<file path="config.mk">
export PLATFORM = sky130hd
export DESIGN_NAME = vehicle_remote_interlock_top_flat
export DESIGN_NICKNAME = d
export VERILOG_FILES = /design/src/vri_pkg.sv /design/src/vri_if.sv /design/src/vehicle_remote_interlock_top.sv /design/src/flat_wrapper.sv
export SDC_FILE = /design/constraint.sdc
export NUM_CORES = 1
export LEC_CHECK = 0
export BUFFER_PORTS_ARGS = -buffer_cell sky130_fd_sc_hd__buf_4
export CELL_PAD_IN_SITES_DETAIL_PLACEMENT = 1
export CELL_PAD_IN_SITES_GLOBAL_PLACEMENT = 2
export CORE_MARGIN = 3
export CORE_UTILIZATION = 35
export DETAILED_ROUTE_END_ITERATION = 12
export PLACE_DENSITY = 0.86
export SYNTH_ARGS = -nofsm -noshare
export SYNTH_HDL_FRONTEND = slang
export SYNTH_SLANG_ARGS = --single-unit
</file>
<file path="constraint.sdc">
create_clock -name clk_i -period 5.4 [get_ports clk_i]
set_clock_uncertainty 0.15 [all_clocks]
set_input_delay 1.08 -clock clk_i [delete_from_list [all_inputs] [get_ports clk_i]]
set_output_delay 1.08 -clock clk_i [all_outputs]
set_load 0.005 [all_outputs]
</file>
<file path="src/vri_pkg.sv">
// Shared types, codes and constants of the vehicle remote interlock block.
package vri_pkg;

  // Default width of the remote-start run-time counter.
  localparam int unsigned RunCountBitsDef = 24;

  // Configuration port geometry and register widths.
  localparam int unsigned CfgIdxW       = 2;
  localparam int unsigned CfgDataW      = 24;
  localparam int unsigned FeatureW      = 4;
  localparam int unsigned MaxRunW       = 24;
  localparam int unsigned SpeedW        = 12;

  // Reset values of the configuration registers.
  localparam logic [FeatureW-1:0] FeatureRst    = 4'd15;
  localparam logic [MaxRunW-1:0]  MaxRunRst     = 24'd600000;
  localparam logic [SpeedW-1:0]   StationaryRst = 12'd16;

  // Bit positions inside feature_enables.
  localparam int unsigned FeatHorn  = 0;
  localparam int unsigned FeatInd   = 1;
  localparam int unsigned FeatImm   = 2;
  localparam int unsigned FeatStart = 3;

  // Configuration register indexes.
  typedef enum logic [CfgIdxW-1:0] {
    CFG_FEATURE_ENABLES  = 2'd0,
    CFG_MAX_RUN_TICKS    = 2'd1,
    CFG_STATIONARY_LIMIT = 2'd2
  } cfg_idx_e;

  // Command codes.
  typedef enum logic [2:0] {
    ACT_TICK      = 3'd0,
    ACT_HORN      = 3'd1,
    ACT_HAZARD    = 3'd2,
    ACT_INDICATOR = 3'd3,
    ACT_LOCK      = 3'd4,
    ACT_START     = 3'd5,
    ACT_STOP      = 3'd6
  } action_e;

  // Result status codes.
  typedef enum logic [2:0] {
    ST_OK       = 3'd0,
    ST_MOVING   = 3'd1,
    ST_ENGINE   = 3'd2,
    ST_NEUTRAL  = 3'd3,
    ST_STAND    = 3'd4,
    ST_ACTIVE   = 3'd5,
    ST_DISABLED = 3'd6,
    ST_KILL     = 3'd7
  } status_e;

  // Reasons for ending a remote-started run.
  typedef enum logic [2:0] {
    CUT_NONE    = 3'd0,
    CUT_GEAR    = 3'd1,
    CUT_STAND   = 3'd2,
    CUT_MOTION  = 3'd3,
    CUT_KILL    = 3'd4,
    CUT_TIMEOUT = 3'd5,
    CUT_APP     = 3'd6
  } cut_e;

  // Command word: one command with a vehicle status snapshot.
  typedef struct packed {
    logic [2:0]        action;
    logic              switch_on;
    logic              left_side;
    logic              in_neutral;
    logic              stand_down;
    logic              kill_engaged;
    logic              engine_running;
    logic [SpeedW-1:0] speed;
  } cmd_t;

  // Result word: status and relay levels after the command.
  typedef struct packed {
    logic [2:0] status_code;
    logic       horn_relay;
    logic       left_relay;
    logic       right_relay;
    logic       immobilizer_relay;
    logic       starter_pulse;
    logic       start_active;
    logic [2:0] cut_reason;
  } res_t;

endpackage

</file>
<file path="src/vri_if.sv">
// Valid/ready channel interfaces for command and result words.
interface vri_cmd_if
  import vri_pkg::*;
();
  logic valid;
  logic ready;
  cmd_t data;

  modport source (output valid, output data, input ready);
  modport sink   (input valid, input data, output ready);
endinterface

interface vri_res_if
  import vri_pkg::*;
();
  logic valid;
  logic ready;
  res_t data;

  modport source (output valid, output data, input ready);
  modport sink   (input valid, input data, output ready);
endinterface

</file>
<file path="src/vehicle_remote_interlock_top.sv">
// A result word is registered and appears in the cycle after its command word is accepted.
// Throughput: one command word per cycle; the single result register is refilled
// in the same cycle that its word is taken, so stalls only come from the result side.
// Reset (rst_ni low, asynchronous): relays off, unlocked, no run active, counter
// cleared, configuration registers back to their defaults, no result pending.
module vehicle_remote_interlock_top
  import vri_pkg::*;
#(
  parameter int unsigned RUN_COUNT_BITS = RunCountBitsDef
) (
  input  logic                clk_i,
  input  logic                rst_ni,
  input  logic                cfg_we_i,
  input  logic [CfgIdxW-1:0]  cfg_idx_i,
  input  logic [CfgDataW-1:0] cfg_wdata_i,
  vri_cmd_if.sink             cmd_i,
  vri_res_if.source           res_o
);

  localparam int unsigned CmpW = (RUN_COUNT_BITS > MaxRunW) ? RUN_COUNT_BITS : MaxRunW;
  localparam logic [RUN_COUNT_BITS-1:0] CountTop = {RUN_COUNT_BITS{1'b1}};

  // Configuration registers.
  logic [FeatureW-1:0] feature_q;
  logic [MaxRunW-1:0]  max_run_q;
  logic [SpeedW-1:0]   stat_limit_q;

  // Block state.
  logic                      horn_q, horn_d;
  logic                      left_q, left_d;
  logic                      right_q, right_d;
  logic                      lock_q, lock_d;
  logic                      run_q, run_d;
  logic [RUN_COUNT_BITS-1:0] count_q, count_d;

  // Result register.
  logic    res_valid_q;
  res_t    res_q;
  status_e status_d;
  cut_e    cut_d;
  logic    pulse_d;

  logic    cmd_acc;
  logic    stationary;
  cmd_t    cmd;
  action_e act;
  logic    en_horn, en_ind, en_imm, en_start;

  assign cmd        = cmd_i.data;
  assign act        = action_e'(cmd.action);
  assign stationary = cmd.speed < stat_limit_q;
  assign en_horn    = feature_q[FeatHorn];
  assign en_ind     = feature_q[FeatInd];
  assign en_imm     = feature_q[FeatImm];
  assign en_start   = feature_q[FeatStart];

  // A new word is taken whenever the result register is empty or being drained.
  assign cmd_i.ready = !res_valid_q || res_o.ready;
  assign cmd_acc     = cmd_i.valid && cmd_i.ready;

  // Configuration writes.
  always_ff @(posedge clk_i or negedge rst_ni) begin
    if (!rst_ni) begin
      feature_q    <= FeatureRst;
      max_run_q    <= MaxRunRst;
      stat_limit_q <= StationaryRst;
    end else if (cfg_we_i) begin
      case (cfg_idx_e'(cfg_idx_i))
        CFG_FEATURE_ENABLES:  feature_q    <= cfg_wdata_i[FeatureW-1:0];
        CFG_MAX_RUN_TICKS:    max_run_q    <= cfg_wdata_i[MaxRunW-1:0];
        CFG_STATIONARY_LIMIT: stat_limit_q <= cfg_wdata_i[SpeedW-1:0];
        default: ;
      endcase
    end
  end

  // Command decode, interlock checks and next state.
  always_comb begin
    logic [RUN_COUNT_BITS-1:0] cnt_inc;
    horn_d   = horn_q;
    left_d   = left_q;
    right_d  = right_q;
    lock_d   = lock_q;
    run_d    = run_q;
    count_d  = count_q;
    status_d = ST_OK;
    cut_d    = CUT_NONE;
    pulse_d  = 1'b0;
    cnt_inc  = (count_q != CountTop) ? count_q + 1'b1 : count_q;
    case (act)
      ACT_TICK: begin
        if (en_start && run_q) begin
          count_d = cnt_inc;
          if (!cmd.in_neutral)                             cut_d = CUT_GEAR;
          else if (!cmd.stand_down)                        cut_d = CUT_STAND;
          else if (!stationary)                            cut_d = CUT_MOTION;
          else if (cmd.kill_engaged)                       cut_d = CUT_KILL;
          else if (CmpW'(cnt_inc) > CmpW'(max_run_q))      cut_d = CUT_TIMEOUT;
          if (cut_d != CUT_NONE) run_d = 1'b0;
        end
      end
      ACT_HORN: begin
        if (!en_horn) status_d = ST_DISABLED;
        else          horn_d   = cmd.switch_on;
      end
      ACT_HAZARD: begin
        if (!en_ind) begin
          status_d = ST_DISABLED;
        end else begin
          left_d  = cmd.switch_on;
          right_d = cmd.switch_on;
        end
      end
      ACT_INDICATOR: begin
        if (!en_ind)            status_d = ST_DISABLED;
        else if (!stationary)   status_d = ST_MOVING;
        else if (cmd.left_side) left_d   = cmd.switch_on;
        else                    right_d  = cmd.switch_on;
      end
      ACT_LOCK: begin
        if (!en_imm)                 status_d = ST_DISABLED;
        else if (!cmd.switch_on)     lock_d   = 1'b0;
        else if (cmd.engine_running) status_d = ST_ENGINE;
        else if (!stationary)        status_d = ST_MOVING;
        else                         lock_d   = 1'b1;
      end
      ACT_START: begin
        if (!en_start)               status_d = ST_DISABLED;
        else if (run_q)              status_d = ST_ACTIVE;
        else if (cmd.engine_running) status_d = ST_ENGINE;
        else if (!cmd.in_neutral)    status_d = ST_NEUTRAL;
        else if (!cmd.stand_down)    status_d = ST_STAND;
        else if (cmd.kill_engaged)   status_d = ST_KILL;
        else begin
          pulse_d = 1'b1;
          run_d   = 1'b1;
          count_d = '0;
        end
      end
      ACT_STOP: begin
        if (!en_start) begin
          status_d = ST_DISABLED;
        end else begin
          run_d = 1'b0;
          cut_d = CUT_APP;
        end
      end
      default: ;
    endcase
  end

  // State registers update only on an accepted command word.
  always_ff @(posedge clk_i or negedge rst_ni) begin
    if (!rst_ni) begin
      horn_q  <= 1'b0;
      left_q  <= 1'b0;
      right_q <= 1'b0;
      lock_q  <= 1'b0;
      run_q   <= 1'b0;
      count_q <= '0;
    end else if (cmd_acc) begin
      horn_q  <= horn_d;
      left_q  <= left_d;
      right_q <= right_d;
      lock_q  <= lock_d;
      run_q   <= run_d;
      count_q <= count_d;
    end
  end

  // Result valid flag.
  always_ff @(posedge clk_i or negedge rst_ni) begin
    if (!rst_ni) begin
      res_valid_q <= 1'b0;
    end else if (cmd_i.ready) begin
      res_valid_q <= cmd_i.valid;
    end
  end

  // Result payload.
  always_ff @(posedge clk_i) begin
    if (cmd_acc) begin
      res_q.status_code       <= status_d;
      res_q.horn_relay        <= horn_d;
      res_q.left_relay        <= left_d;
      res_q.right_relay       <= right_d;
      res_q.immobilizer_relay <= lock_d;
      res_q.starter_pulse     <= pulse_d;
      res_q.start_active      <= run_d;
      res_q.cut_reason        <= cut_d;
    end
  end

  assign res_o.valid = res_valid_q;
  assign res_o.data  = res_q;

  // A starter pulse request only comes with a clean start that leaves a run active.
  a_pulse_starts_run: assert property (@(posedge clk_i) disable iff (!rst_ni)
    (res_valid_q && res_q.starter_pulse) |->
      (res_q.start_active && res_q.status_code == ST_OK && res_q.cut_reason == CUT_NONE))
    else $error("starter pulse without a clean start");

  // A cut always leaves the run inactive.
  a_cut_clears_run: assert property (@(posedge clk_i) disable iff (!rst_ni)
    (res_valid_q && res_q.cut_reason != CUT_NONE) |-> !res_q.start_active)
    else $error("run still active after a cut");

  // A run can only begin through an accepted start command.
  a_run_needs_start: assert property (@(posedge clk_i) disable iff (!rst_ni)
    $rose(run_q) |-> $past(cmd_acc && act == ACT_START))
    else $error("run became active without a start command");

  // The run-time counter only moves while a run is active or restarts at zero.
  a_count_quiet: assert property (@(posedge clk_i) disable iff (!rst_ni)
    (!$past(run_q) && !run_q) |-> $stable(count_q))
    else $error("run counter changed with no run active");

endmodule
</file>
<file path="src/flat_wrapper.sv">
// flat-port wrapper written by rule: the top's interface ports become plain ports
module vehicle_remote_interlock_top_flat import vri_pkg::*;
#(
  parameter int unsigned RUN_COUNT_BITS = RunCountBitsDef
)
  (clk_i, rst_ni, cfg_we_i, cfg_idx_i, cfg_wdata_i, cmd_i_valid, cmd_i_data, cmd_i_ready, res_o_valid, res_o_data, res_o_ready);
  vri_cmd_if cmd_i_i ();
  vri_res_if res_o_i ();
  input  logic clk_i;
  input  logic rst_ni;
  input  logic cfg_we_i;
  input  logic [CfgIdxW-1:0] cfg_idx_i;
  input  logic [CfgDataW-1:0] cfg_wdata_i;
  input wire logic [$bits(cmd_i_i.valid)-1:0] cmd_i_valid;
  input wire logic [$bits(cmd_i_i.data)-1:0] cmd_i_data;
  output wire logic [$bits(cmd_i_i.ready)-1:0] cmd_i_ready;
  output wire logic [$bits(res_o_i.valid)-1:0] res_o_valid;
  output wire logic [$bits(res_o_i.data)-1:0] res_o_data;
  input wire logic [$bits(res_o_i.ready)-1:0] res_o_ready;
  assign cmd_i_i.valid = cmd_i_valid;
  assign cmd_i_i.data = cmd_i_data;
  assign cmd_i_ready = cmd_i_i.ready;
  assign res_o_valid = res_o_i.valid;
  assign res_o_data = res_o_i.data;
  assign res_o_i.ready = res_o_ready;
  vehicle_remote_interlock_top #(.RUN_COUNT_BITS(RUN_COUNT_BITS)) u_core (.clk_i(clk_i), .rst_ni(rst_ni), .cfg_we_i(cfg_we_i), .cfg_idx_i(cfg_idx_i), .cfg_wdata_i(cfg_wdata_i), .cmd_i(cmd_i_i), .res_o(res_o_i));
endmodule
</file>
Yosys cells after proc, flatten, opt, wreduce, memory -nomap -nowiden
Index checks and enable logic that the tools add are counted.
- flip-flop bits (word level): 82
- bits of input ports: 52
- output and inout bits: 14
- $add $sub $neg: 1
- $lt $le $gt $ge: 2
- equal/unequal tests: 16
- mux-type cells: 61
- bitwise gates (word level): 2
- reductions and logical operators: 13
- operators with widths (cell ; count):
    2-to-1 mux 24 bit ; 8
    2-to-1 mux 3 bit ; 21
    case mux 24 bit (2 select lines) ; 1
    2-to-1 mux 1 bit ; 25
    adder 24 x 1 -> 24 bit (second input constant) ; 1
    greater-than comparator 24 bit ; 1
    != test 24 bit (second input constant) ; 1
    case mux 3 bit (6 select lines) ; 1
    less-than comparator 12 bit ; 1
    != test 2 bit (second input constant) ; 5
    equality test 3 bit (second input constant) ; 3
    AND reduction 9 bit ; 1
    equality test 3 x 2 -> 1 bit (second input constant) ; 2
    case mux 3 bit (2 select lines) ; 1
    AND reduction 2 bit ; 3
    != test 2 x 1 -> 1 bit (second input constant) ; 2
    case mux 1 bit (2 select lines) ; 2
    equality test 3 x 1 -> 1 bit (second input constant) ; 1
    zero test 3 bit ; 1
    case mux 1 bit (3 select lines) ; 1
    nonzero test 3 bit ; 1
    OR reduction 3 bit ; 1
    equality test 2 x 1 -> 1 bit (second input constant) ; 1
    equality test 2 bit (second input constant) ; 1
    other kinds (7) ; 9

Depth between registers and ports, before layout
- depth after elaboration: 14
- depth in mapped cells: 16
- mapped depth without buffers: 14

Least setup slack after synthesis
OpenSTA, ideal clock, no wires.
- kind: reg2reg
- from: register u_core.count_q[0]
- to: register u_core.res_q, in the netlist u_core.res_o.data[3] (data pin)
- arrival time: 3.049 ns
- data required time: 4.988 ns
- slack: 1.939 ns
- stages on the path, launching flop included: 16
- buffers on the path: 1
- period minus slack after synthesis: 3.461 ns
- path through: dfrtp_1 -> ha_1 -> and3_4 -> and2_1 -> buf_2 -> nand3_1 -> nand4_4 -> nor2_1 -> xor2_1 -> ha_1 -> nand4_1 -> nor4_1 -> o211ai_1 -> nand4_1 -> a211oi_1 -> or2_2
- longest elaborated chain between the ends: 14
- RTL lines (item ; line ; RTL):
    start, declared ; vehicle_remote_interlock_top.sv:34 ; logic [RUN_COUNT_BITS-1:0] count_q, count_d;
    start signal, assigned ; vehicle_remote_interlock_top.sv:167 ; count_q <= count_d;
    adder 24 x 1 -> 24 bit / != test 24 bit (equally long branches) ; vehicle_remote_interlock_top.sv:89 ; cnt_inc = (count_q != CountTop) ? count_q + 1'b1 : count_q;
    2-to-1 mux 24 bit * ; vehicle_remote_interlock_top.sv:89 ;
    greater-than comparator 24 bit * ; vehicle_remote_interlock_top.sv:98 ; else if (CmpW'(cnt_inc) > CmpW'(max_run_q)) cut_d = CUT_TIMEOUT;
    2-to-1 mux 3 bit * ; vehicle_remote_interlock_top.sv:98 ;
    2-to-1 mux 3 bit * ; vehicle_remote_interlock_top.sv:97 ; else if (cmd.kill_engaged) cut_d = CUT_KILL;
    2-to-1 mux 3 bit * ; vehicle_remote_interlock_top.sv:96 ; else if (!stationary) cut_d = CUT_MOTION;
    2-to-1 mux 3 bit * ; vehicle_remote_interlock_top.sv:95 ; else if (!cmd.stand_down) cut_d = CUT_STAND;
    2-to-1 mux 3 bit * ; vehicle_remote_interlock_top.sv:94 ; if (!cmd.in_neutral) cut_d = CUT_GEAR;
    2-to-1 mux 3 bit * ; vehicle_remote_interlock_top.sv:92 ; if (en_start && run_q) begin
    2-to-1 mux 3 bit * ; vehicle_remote_interlock_top.sv:90 ; case (act)
    nonzero test 3 bit * ; vehicle_remote_interlock_top.sv:99 ; if (cut_d != CUT_NONE) run_d = 1'b0;
    2-to-1 mux 1 bit * ; vehicle_remote_interlock_top.sv:99 ;
    2-to-1 mux 1 bit * ; vehicle_remote_interlock_top.sv:92 ;
    case mux 1 bit (3 select lines) * ; vehicle_remote_interlock_top.sv:90 ;
    named net u_core.run_d ; vehicle_remote_interlock_top.sv:33 ; logic run_q, run_d;
    end, declared ; vehicle_remote_interlock_top.sv:38 ; res_t res_q;
Mark *: on every way through the listed nets, which the timed path passes. The rest lies on a longest branch. The select of a mux whose other input is x is not followed.
A chain may end at the register's enable or synchronous reset.

Final worst setup path
Ends and elaborated chain as after synthesis.

==> run summary <==
status: finished clean
detailed placer's ending HPWL: 9970 um
Startpoint Class: flip-flop
die area: 16300 um2
Initial Utilization: 0.366
routability cong.: 0.790
drt via density: 5.36
Hold Crit Start: u_core.horn_q
Crit path largest cell delay: 860 ps
synthesized area: 5180 um2
largest net degree at the start of global routing: 71
Final Critical Period: 4310 ps
Post-CTS Setup Repair Bufs: 0
port buffer count: 65
average wire per standard cell: 17.3 um
sequential fraction of the synthesis area: 0.411
area of the core: 14100 um2
# setup viols final: 0
Cell variety after synth: 59
Async S/R FF share, synth: 0.854
leading area contributor after synthesis: dfrtp_1
setup_tns: 0 ps
htree depth: 3
CTS Buf Count: 9
Resized Gates After CTS: 0
Hold WC Path Type: reg2reg
ratio of cells with drive above 1 in the final layout: 0.261
Chip Width: 128 um
Vias: 4127
I/O pin count: 66
Slowest-stage cell, CP: a31oi_1
final WL: 13300 um
clk slew on worst S/H paths: 60 ps
Finished Layout Cells: 770
critical path launch point: u_core.count_q[0]
CTS tree: yes
CP endpoint kind: flip-flop
Primary FF master, synth: dfrtp_1
top-area cell type share of the netlist area: 0.275
First DRT Iteration DRCs: 223
Bufs on Longest Clock Path: 2
Die Ht: 128 um
first-pass GRT wire length: 22400 um
Yosys reg bits: 82
Slew Limit Fails: 0
flop2flop setup slack: 1090 ps
Cell Rows: 43
YS warnings: 0
commonest non-fill, non-tap cell in the layout: buf_4
crit path kind: reg2reg
Max-cap violations: 0
placed insts: 754
final worst-path cycle share: 0.798
Worst-Margin Slew: 1170 ps
Worst Path Arrival: 4260 ps
Fin. Hold Viols: 0
total grt overflow: 0
most frequent cells in the layout: buf_4, dfrtp_1, nand2_1
R2R Path Start: u_core.count_q[0]
Bufs and invs on worst path: 0
Finished Core Util: 0.432
crit-path max FO: 11
worst path cell trace: ha_1, and3_4, and2_1, a31oi_1, nand2_1, xnor2_1, ha_1, nand4_1, nor4_1, o211ai_1, nand4_1, a211oi_1, or2_2
Mapped Nets: 616
worst vdd ir: 0.000171 V
clk sinks: 82
vias in the first global route: 4420
final net count: 673
DR DRC count: 0
Synth area leaders: dfrtp_1, mux2_2, ha_1, edfxtp_1, dfstp_2
clk_lat worst skew: 350 ps
Achievable Freq: 0.232 GHz
area delta synth->final: 18.1%
Worst Path Required: 5350 ps
Post-synth EDFFs: 12
Pleak: 2.77 nW
Worst slew margin: 0.217
# diodes: 0
initial antenna violation count: 0
PwrDens: 302 nW/um2
syn avg cell area: 9.81 um2
critical path's top delay family: simple AND/OR/NAND/NOR gates
hold buffers post-CTS: 0
TritonRoute pass-1 iters: 4
DRT antenna net count: 0
Total GRT Usage: 0.173
Post-Syn Instances: 528
RSZ-0062 raised after global routing: false
CTS root buf: clkbuf_16
[power by group]
group	switching [mW]	leakage, nW	internal (mW)	total (mW)
clock network	0.253	0.156	0.397	0.650
registers	0.0663	0.962	0.729	0.795
logic	0.214	1.65	0.189	0.404
[synthesized netlist by cell type, types with 2 or more instances]
cell type	count
nor2_1	19
ha_1	36
nand2_1	50
and3b_1	2
o21ai_0	28
or3_1	5
and3_1	6
and3_4	4
a21o_1	6
nor2b_1	7
a21oi_1	31
a22o_1	2
nand3_1	17
buf_6	2
a31oi_1	14
nor3_4	2
dfstp_2	13
nand4_4	2
o211ai_1	5
dfrtp_1	57
o31ai_1	11
clkbuf_1	7
nand2b_1	9
and4_4	2
buf_2	10
o21ai_1	9
xor2_1	5
mux2_2	41
edfxtp_1	12
a32o_1	2
a22oi_1	2
nand4_1	11
inv_1	47
xnor2_1	16
nand3b_1	3
nor3_1	4
a211oi_1	6
and2_1	2
[final timing paths]
check / to / cells past startpoint
max: u_core.res_o.data[3] / 13
min: u_core.horn_q / 2
max reg2reg: u_core.res_o.data[3] / 13
min reg2reg: u_core.horn_q / 2
max in group asynchronous: u_core.max_run_q[5] / 1
min in group asynchronous: u_core.horn_q / 1
[registers in the layout, summed over array words and instances (netlist names)]
register / flops
u_core.horn_q: 1
u_core.right_q: 1
u_core.run_q: 1
u_core.left_q: 1
u_core.lock_q: 1
u_core.max_run_q: 24
u_core.res_o.valid: 1
u_core.stat_limit_q: 12
u_core.count_q: 24
u_core.feature_q: 4
u_core.res_o.data: 12
[metal layers]
metal  wire, um  track usage  vias up  part of all wire
met1       6150        0.224     2022              0.46
met4        290       0.0599        0             0.022
li1           -            -     2005                 -
met3        536       0.0360       22             0.040
met2       6370        0.289       78              0.48
met5          0            0        -                 0
[through the flow]
step / hold slack, ps / worst slack (ps) / total power [mW] / instance area [um2]
final: 343 / 1090 / 1.85 / 6120
after detailed placement: 331 / 1100 / 1.21 / 5800
after global routing: 370 / 757 / 1.97 / 6120
after CTS: 352 / 1090 / 1.88 / 6120
after global placement: 308 / 1340 / 1.19 / 5800
after floorplan: 290 / 1940 / 1.06 / 5180
[cells by family after synthesis]
| kind of cell | Yosys count | synth area share |
|---|---|---|
| xor+xnor | 21 | 0.0355 |
| simple gates | 151 | 0.162 |
| fa+ha+maj | 36 | 0.0870 |
| buf+inv | 68 | 0.0553 |
| mux | 41 | 0.0892 |
| flops | 82 | 0.411 |
| compound gates | 129 | 0.159 |
[worst register-to-register path, stage by stage, from the launching register on]
cell and delay, ps:
dfrtp_1 430, ha_1 280, and3_4 180, and2_1 230, a31oi_1 860, nand2_1 230, xnor2_1 180, ha_1 290
nand4_1 110, nor4_1 340, o211ai_1 170, nand4_1 170, a211oi_1 110, or2_2 330
[area by class of cell]
class / count / area (um2)
fillers: 1627 / 8030
multi-input cells: 378 / 2770
flip-flops and latches: 82 / 2130
repair buffers: 67 / 503
clock buffers: 13 / 270
well taps: 180 / 225
inverters: 47 / 176
clock inverters: 3 / 45.0
No activity file was read; power rests on OpenSTA's default activity.
